<file path="src/hdl/uerm_pkg.sv">
package uerm_pkg;

    localparam int STAMP_WIDTH = 16;
    localparam int REG_WIDTH   = 16;
    localparam int TS_WIDTH    = 16;
    localparam int DIST_WIDTH  = 14;
    localparam int CM_WIDTH    = 11;
    localparam int CFG_IDX_W   = 2;
    localparam int CALC_W      = (STAMP_WIDTH > REG_WIDTH) ? STAMP_WIDTH : REG_WIDTH;

    localparam logic [REG_WIDTH-1:0] PERIOD_RESET  = REG_WIDTH'(20000);
    localparam logic [REG_WIDTH-1:0] TIMEOUT_RESET = REG_WIDTH'(20000);

    // (10w+29)/58 == (5w+14)/29 ; /29 by reciprocal, shift 29
    localparam int                   MID_W     = REG_WIDTH + 3;
    localparam int                   DIV29_SH  = 29;
    localparam int                   DIV29_MW  = 25;
    localparam logic [DIV29_MW-1:0]  DIV29_MUL = DIV29_MW'(18512791);

    // (d+5)/10 by reciprocal, shift 22
    localparam int                   CMX_W      = DIST_WIDTH + 1;
    localparam int                   DIV10_SH   = 22;
    localparam int                   DIV10_MW   = 19;
    localparam logic [DIV10_MW-1:0]  DIV10_MUL  = DIV10_MW'(419431);
    localparam int                   CMX_PROD_W = CMX_W + DIV10_MW;

    typedef enum logic [CFG_IDX_W-1:0] {
        REG_TIMER_PERIOD = 2'd0,
        REG_ECHO_TIMEOUT = 2'd1
    } t_cfg_index;

    typedef struct packed {
        logic                  valid;
        logic [DIST_WIDTH-1:0] distance;
    } t_mid;

endpackage

</file>
<file path="src/hdl/uerm_core.sv">
module uerm_core (
    input  logic                              i_clk,
    input  logic                              i_rst_n,
    input  logic                              i_valid,
    output logic                              o_stall,
    input  logic                              i_kind,
    input  logic                              i_edge_rising,
    input  logic [uerm_pkg::TS_WIDTH-1:0]     i_timestamp,
    input  logic [uerm_pkg::REG_WIDTH-1:0]    i_timer_period,
    input  logic [uerm_pkg::REG_WIDTH-1:0]    i_echo_timeout,
    input  logic                              i_mid_take,
    output uerm_pkg::t_mid                    o_mid
);

    logic                                r_armed_falling, n_armed_falling;
    logic                                r_measuring,     n_measuring;
    logic                                r_data_ready,    n_data_ready;
    logic [uerm_pkg::STAMP_WIDTH-1:0]    r_rise_stamp,    n_rise_stamp;
    logic [uerm_pkg::STAMP_WIDTH-1:0]    r_fall_stamp,    n_fall_stamp;
    logic [uerm_pkg::DIST_WIDTH-1:0]     r_last_dist,     n_last_dist;
    uerm_pkg::t_mid                      r_mid,           n_mid;

    logic                                accept;
    logic [uerm_pkg::STAMP_WIDTH-1:0]    ts;
    logic [uerm_pkg::STAMP_WIDTH-1:0]    width;
    logic [uerm_pkg::CALC_W-1:0]         width_ext;
    logic [uerm_pkg::CALC_W-1:0]         timeout_ext;
    logic                                width_ok;
    logic [uerm_pkg::MID_W-1:0]          scaled;
    logic [uerm_pkg::MID_W+uerm_pkg::DIV29_MW-1:0] product;
    logic [uerm_pkg::DIST_WIDTH-1:0]     dist_new;

    assign o_stall = r_mid.valid && !i_mid_take;
    assign accept  = i_valid && !o_stall;
    assign ts      = uerm_pkg::STAMP_WIDTH'(i_timestamp);
    assign o_mid   = r_mid;

    always_comb begin
        if (r_fall_stamp >= r_rise_stamp) begin
            width = r_fall_stamp - r_rise_stamp;
        end else begin
            width = uerm_pkg::STAMP_WIDTH'(i_timer_period) - r_rise_stamp + r_fall_stamp;
        end
        width_ext   = uerm_pkg::CALC_W'(width);
        timeout_ext = uerm_pkg::CALC_W'(i_echo_timeout);
        width_ok    = (width_ext != '0) && (width_ext < timeout_ext);
        scaled      = uerm_pkg::MID_W'(width_ext[uerm_pkg::REG_WIDTH-1:0]) * uerm_pkg::MID_W'(5)
                      + uerm_pkg::MID_W'(14);
        product     = (uerm_pkg::MID_W + uerm_pkg::DIV29_MW)'(scaled)
                      * (uerm_pkg::MID_W + uerm_pkg::DIV29_MW)'(uerm_pkg::DIV29_MUL);
        dist_new    = product[uerm_pkg::DIV29_SH +: uerm_pkg::DIST_WIDTH];
    end

    always_comb begin
        n_armed_falling = r_armed_falling;
        n_measuring     = r_measuring;
        n_data_ready    = r_data_ready;
        n_rise_stamp    = r_rise_stamp;
        n_fall_stamp    = r_fall_stamp;
        n_last_dist     = r_last_dist;
        n_mid           = r_mid;
        if (i_mid_take) begin
            n_mid.valid = 1'b0;
        end
        if (accept && !i_kind) begin
            if (!r_armed_falling) begin
                if (i_edge_rising) begin
                    n_rise_stamp    = ts;
                    n_armed_falling = 1'b1;
                end
            end else if (!i_edge_rising) begin
                if (r_measuring) begin
                    n_fall_stamp = ts;
                    n_data_ready = 1'b1;
                    n_measuring  = 1'b0;
                end
                n_armed_falling = 1'b0;
            end
        end else if (accept && i_kind) begin
            if (r_measuring) begin
                n_data_ready    = 1'b0;
                n_armed_falling = 1'b0;
            end else if (r_data_ready) begin
                n_data_ready = 1'b0;
                if (width_ok) begin
                    n_last_dist = dist_new;
                end
            end
            n_measuring    = 1'b1;
            n_mid.valid    = 1'b1;
            n_mid.distance = n_last_dist;
        end
    end

    always_ff @(posedge i_clk) begin
        if (!i_rst_n) begin
            r_armed_falling <= 1'b0;
            r_measuring     <= 1'b0;
            r_data_ready    <= 1'b0;
            r_rise_stamp    <= '0;
            r_fall_stamp    <= '0;
            r_last_dist     <= '0;
            r_mid.valid     <= 1'b0;
        end else begin
            r_armed_falling <= n_armed_falling;
            r_measuring     <= n_measuring;
            r_data_ready    <= n_data_ready;
            r_rise_stamp    <= n_rise_stamp;
            r_fall_stamp    <= n_fall_stamp;
            r_last_dist     <= n_last_dist;
            r_mid.valid     <= n_mid.valid;
        end
        r_mid.distance <= n_mid.distance;
    end

endmodule

</file>
<file path="src/hdl/uerm_out.sv">
module uerm_out (
    input  logic                              i_clk,
    input  logic                              i_rst_n,
    input  uerm_pkg::t_mid                    i_mid,
    output logic                              o_mid_take,
    output logic                              o_valid,
    input  logic                              i_stall,
    output logic [uerm_pkg::DIST_WIDTH-1:0]   o_distance_tenth_cm,
    output logic [uerm_pkg::CM_WIDTH-1:0]     o_distance_cm
);

    logic                              r_valid, n_valid;
    logic [uerm_pkg::DIST_WIDTH-1:0]   r_tenth, n_tenth;
    logic [uerm_pkg::CM_WIDTH-1:0]     r_cm,    n_cm;
    logic                              advance;
    logic [uerm_pkg::CMX_W-1:0]        rounded;
    logic [uerm_pkg::CMX_PROD_W-1:0]   product;

    assign advance    = !r_valid || !i_stall;
    assign o_mid_take = advance && i_mid.valid;

    always_comb begin
        rounded = uerm_pkg::CMX_W'(i_mid.distance) + uerm_pkg::CMX_W'(5);
        product = uerm_pkg::CMX_PROD_W'(rounded) * uerm_pkg::CMX_PROD_W'(uerm_pkg::DIV10_MUL);
        n_valid = r_valid;
        n_tenth = r_tenth;
        n_cm    = r_cm;
        if (advance) begin
            n_valid = i_mid.valid;
            n_tenth = i_mid.distance;
            n_cm    = product[uerm_pkg::DIV10_SH +: uerm_pkg::CM_WIDTH];
        end
    end

    always_ff @(posedge i_clk) begin
        if (!i_rst_n) begin
            r_valid <= 1'b0;
        end else begin
            r_valid <= n_valid;
        end
    end

    always_ff @(posedge i_clk) begin
        r_tenth <= n_tenth;
        r_cm    <= n_cm;
    end

    assign o_valid             = r_valid;
    assign o_distance_tenth_cm = r_tenth;
    assign o_distance_cm       = r_cm;

endmodule

</file>
<file path="src/hdl/ultrasonic_echo_range_meter.sv">
// channel  direction  handshake                 payload
// input    in         i_valid / o_stall         i_kind, i_edge_rising, i_timestamp
// result   out        o_valid / i_stall         o_distance_tenth_cm, o_distance_cm
// config   in         i_cfg_valid / o_cfg_ready i_cfg_index, i_cfg_data
//
// One item per cycle while o_stall is low; a tick result is registered in
// the state update and divide by 29 stage, then in the cm rounding stage.
// Edge events give no result. Config writes are always ready.
// Reset is synchronous, active low, and restores 20000 to both registers.
// A stalled result holds; the input stalls only when both stages hold a result.
module ultrasonic_echo_range_meter (
    input  logic                              i_clk,
    input  logic                              i_rst_n,
    input  logic                              i_valid,
    output logic                              o_stall,
    input  logic                              i_kind,
    input  logic                              i_edge_rising,
    input  logic [uerm_pkg::TS_WIDTH-1:0]     i_timestamp,
    output logic                              o_valid,
    input  logic                              i_stall,
    output logic [uerm_pkg::DIST_WIDTH-1:0]   o_distance_tenth_cm,
    output logic [uerm_pkg::CM_WIDTH-1:0]     o_distance_cm,
    input  logic                              i_cfg_valid,
    output logic                              o_cfg_ready,
    input  logic [uerm_pkg::CFG_IDX_W-1:0]    i_cfg_index,
    input  logic [uerm_pkg::REG_WIDTH-1:0]    i_cfg_data
);

    logic [uerm_pkg::REG_WIDTH-1:0] r_timer_period, n_timer_period;
    logic [uerm_pkg::REG_WIDTH-1:0] r_echo_timeout, n_echo_timeout;
    uerm_pkg::t_mid                 mid;
    logic                           mid_take;

    assign o_cfg_ready = 1'b1;

    always_comb begin
        n_timer_period = r_timer_period;
        n_echo_timeout = r_echo_timeout;
        if (i_cfg_valid) begin
            case (i_cfg_index)
                uerm_pkg::REG_TIMER_PERIOD: n_timer_period = i_cfg_data;
                uerm_pkg::REG_ECHO_TIMEOUT: n_echo_timeout = i_cfg_data;
                default: begin
                end
            endcase
        end
    end

    always_ff @(posedge i_clk) begin
        if (!i_rst_n) begin
            r_timer_period <= uerm_pkg::PERIOD_RESET;
            r_echo_timeout <= uerm_pkg::TIMEOUT_RESET;
        end else begin
            r_timer_period <= n_timer_period;
            r_echo_timeout <= n_echo_timeout;
        end
    end

    uerm_core u_core (
        .i_clk          (i_clk),
        .i_rst_n        (i_rst_n),
        .i_valid        (i_valid),
        .o_stall        (o_stall),
        .i_kind         (i_kind),
        .i_edge_rising  (i_edge_rising),
        .i_timestamp    (i_timestamp),
        .i_timer_period (r_timer_period),
        .i_echo_timeout (r_echo_timeout),
        .i_mid_take     (mid_take),
        .o_mid          (mid)
    );

    uerm_out u_out (
        .i_clk               (i_clk),
        .i_rst_n             (i_rst_n),
        .i_mid               (mid),
        .o_mid_take          (mid_take),
        .o_valid             (o_valid),
        .i_stall             (i_stall),
        .o_distance_tenth_cm (o_distance_tenth_cm),
        .o_distance_cm       (o_distance_cm)
    );

endmodule

</file>
<file path="config.mk">
export PLATFORM = sky130hd
export DESIGN_NAME = ultrasonic_echo_range_meter
export DESIGN_NICKNAME = d
export VERILOG_FILES = /design/src/hdl/uerm_pkg.sv /design/src/hdl/uerm_core.sv /design/src/hdl/uerm_out.sv /design/src/hdl/ultrasonic_echo_range_meter.sv
export SDC_FILE = /design/constraint.sdc
export NUM_CORES = 1
export LEC_CHECK = 0
export BUFFER_PORTS_ARGS = -buffer_cell sky130_fd_sc_hd__buf_2
export CAP_MARGIN = 30
export CORE_MARGIN = 2
export CORE_UTILIZATION = 65
export CTS_CLUSTER_DIAMETER = 30
export CTS_CLUSTER_SIZE = 40
export DETAILED_ROUTE_END_ITERATION = 8
export PLACE_DENSITY = 0.82
export SLEW_MARGIN = 20
export SYNTH_ARGS = -nofsm -noshare
export SYNTH_HDL_FRONTEND = slang
export SYNTH_HIERARCHICAL = 1
export SYNTH_SLANG_ARGS = --single-unit
</file>
<file path="constraint.sdc">
create_clock -name i_clk -period 34.5 [get_ports i_clk]
set_clock_uncertainty 0.05 [all_clocks]
set_input_delay 8.625 -clock i_clk [delete_from_list [all_inputs] [get_ports i_clk]]
set_output_delay 8.625 -clock i_clk [all_outputs]
set_load 0.05 [all_outputs]
</file>
==> run summary <==
status = completed
Mapped Nets = 2,799
slowest CP cell = and2_1
DP HPWL = 38,900 um
die height = 180 um
M1 GR Usage = 37.4%
CP Buf/Inv Count = 3
syn avg cell area = 9.49 um^2
startpoint types = input pin
Detailed Route Iter0 Violations = 851
vias in the first global route = 15,700
ys async rst share = 0%
CTS resizes = 0
cell type with the largest total area after synthesis = fa_1
Period minus WS final = 18.46 ns
FP Rows = 64
cts bufs inserted = 17
# nets final = 2,870
Worst Setup SP = i_stall
overall routed net length = 46,000 um
die area = 32,300 um^2
wire per inst = 17.7 um
Initial Util = 65.7%
most common cell in the netlist = inv_1
initial antenna violation count = 2
Synth warnings = 6
grt total ovfl = 0
R2R depth = 43
Synth Flop Type = dfxtp_1
Post-synth EDFFs = 39
CTS Sinks = 122
Relative slew margins = 36.7%
met2 usage = 52.0%
Worst Tran Pin Value = 0.947 ns
CTS Hold Bufs = 0
total track usage = 29.7%
Worst Setup Path Type = in -> out
setup repair after global routing missed its margin = no
Synth top area share = 27.1%
core area = 30,500 um^2
f_max = 54.2 MHz
Min Hold Slack = 0.416 ns
Final Hold Vio Count = 0
delay-heaviest family, CP = simple AND/OR/NAND/NOR gates
CP max stage delay = 0.28 ns
CP Capture Point = o_stall
# DRC = 0
sequential area share after synthesis = 14.1%
io pins = 69
crit path DAT = 9.79 ns
Req. time, crit path = 25.82 ns
largest net degree at the start of global routing = 55
critical path endpoint category = output port
PortBufs = 67
ANT nets after route = 0
CTS Root Cell = clkbuf_16
Hold Path Class = reg -> reg
RR Endpoint = u_core/o_mid[13]
via count = 14,600
Post-CTS Setup Inserts = 0
clock-pin transition on the worst setup and hold timing paths = 0.06 ns
H-tree Lvls = 4
first-pass GRT wire length = 77,100 um
Final TNS setup = 0 ns
maxcap violations = 0
largest fanout on the critical path = 9
vias per std cell = 5.61
Tcrit/Tclk final = 53.5%
Clock Latency Late Sink = 0.43 ns
drt first pass iters = 6
critical path depth = 6
post-synthesis cell count = 2,114
maximum buffer depth of the clock tree = 2
number of fill cells = 2,301
Cell Chain, Critical Path = buf_2 > nand2_1 > and2_1 > nand2b_1 > inv_1 > buf_2
Synth cell types = 73
GP Congestion = 0.958
largest cells by area after synthesis = fa_1 27%, ha_1 23%, inv_1 9.9%
grt met3 use = 4.46%
CTS tree = done
r2r startpoint = u_core/r_fall_stamp[0]
most used cell, CP = buf_2
Synth-to-Final Area Change = 6.89%
mapped cell area = 20,100 um^2
Top Usage Layer GRT = met2
internal reg-to-reg setup slack = 21.64 ns
share of cells above drive strength 1 = 6.41%
Final Max Tran Viols = 0
top cells by count, synth = 529 x inv_1, 373 x ha_1, 271 x fa_1
count of state elements after synthesis = 122
Die Width = 180 um
Final setup viols = 0
==> per-stage QoR <==
step	utilization [%]	instance area (um^2)	cells	setup slack, ns
after detailed placement	68.3	20800	2560	16.05
after floorplan	-	20100	2114	15.92
after global routing	70.3	21400	2595	15.93
after global placement	68.2	20800	2558	15.59
after CTS	70.2	21400	2592	16.05
final	70.3	21400	2595	16.04
==> area by class of cell <==
type	count	area (um^2)	share of cell area, %
Clock inverter	10	76.3	0.356
Tap cell	396	495	2.31
Inverter	530	1990	9.28
Clock buffer	22	507	2.36
Antenna cell	1	2.50	0.0117
Sequential cell	122	2830	13.2
Multi-Input combinational cell	1433	15100	70.4
Timing Repair Buffer	81	452	2.11
==> routing by layer <==
metal / wire length [um] / share of wire, %
met1: 19000 / 41
met5: 13 / 0.028
met4: 1460 / 3.2
met2: 23200 / 50
met3: 2350 / 5.1
==> state kept, by name, indices dropped and copies added, names as in the netlist, 11 cells and up <==
name and flops:
r_echo_timeout 16, r_timer_period 16, u_core/r_fall_stamp 16, u_core/r_rise_stamp 16
u_core/o_mid 15, u_core/r_last_dist 14, u_out/o_distance_tenth_cm 14, u_out/o_distance_cm 11
==> kinds of logic after synthesis <==
kind of cell / share of synthesized area [%]
multiplexers: 3.27
AO/OA/AOI/OAI: 9.40
AND/OR/NAND/NOR: 8.28
XOR/XNOR: 3.89
flip-flops: 14.1
other: 0.0187
adder cells (fa/ha/maj): 50.3
buffers and inverters: 10.7
==> worst min path at each step <==
| stage | slack [ns] | from | cells after the start | endpoint |
|---|---|---|---|---|
| floorplan | 0.38 | r_echo_timeout[12] | 2 | r_echo_timeout[12] |
| global placement | 0.39 | r_timer_period[1] | 2 | r_timer_period[1] |
| detailed placement | 0.40 | r_echo_timeout[12] | 2 | r_echo_timeout[12] |
| CTS | 0.42 | r_echo_timeout[12] | 2 | r_echo_timeout[12] |
| global route | 0.43 | r_echo_timeout[12] | 2 | r_echo_timeout[12] |
| finish | 0.42 | r_echo_timeout[4] | 2 | r_echo_timeout[4] |
==> worst min-delay path, delay by kind of cell (launching register included) <==
family           cells  cell delay, ns
DFF                  1            0.31
muxes                1            0.06
and+or+nand+nor      1            0.05
==> placed cells by master (no fill, tap or decap), types with 5 or more instances in the layout <==
cell | netlist | routed
a211oi_1 | 5 | 5
and3_1 | 8 | 8
ha_1 | 373 | 373
fa_1 | 271 | 271
buf_4 | 4 | 10
dfxtp_1 | 83 | 83
nor2_1 | 73 | 73
o21a_1 | 14 | 14
clkbuf_16 | 0 | 19
nor2b_1 | 23 | 23
buf_2 | 6 | 68
o2111ai_1 | 5 | 5
o211ai_1 | 10 | 10
and2_1 | 7 | 7
o21ai_1 | 13 | 13
edfxtp_1 | 39 | 39
inv_1 | 529 | 529
a21o_1 | 28 | 28
nand3_1 | 29 | 29
o21ai_0 | 44 | 44
nand2b_1 | 8 | 8
nor3_1 | 24 | 23
or2_2 | 7 | 7
o21bai_1 | 15 | 15
nand4_1 | 14 | 14
xnor2_1 | 56 | 56
a31oi_1 | 8 | 8
nand2_1 | 140 | 140
a21oi_1 | 94 | 94
mux2_4 | 5 | 5
mux2i_1 | 58 | 58
xor2_1 | 33 | 33
Power is not shown: default switching activity piles up to over one toggle a cycle in this logic, so the estimate is an artifact.
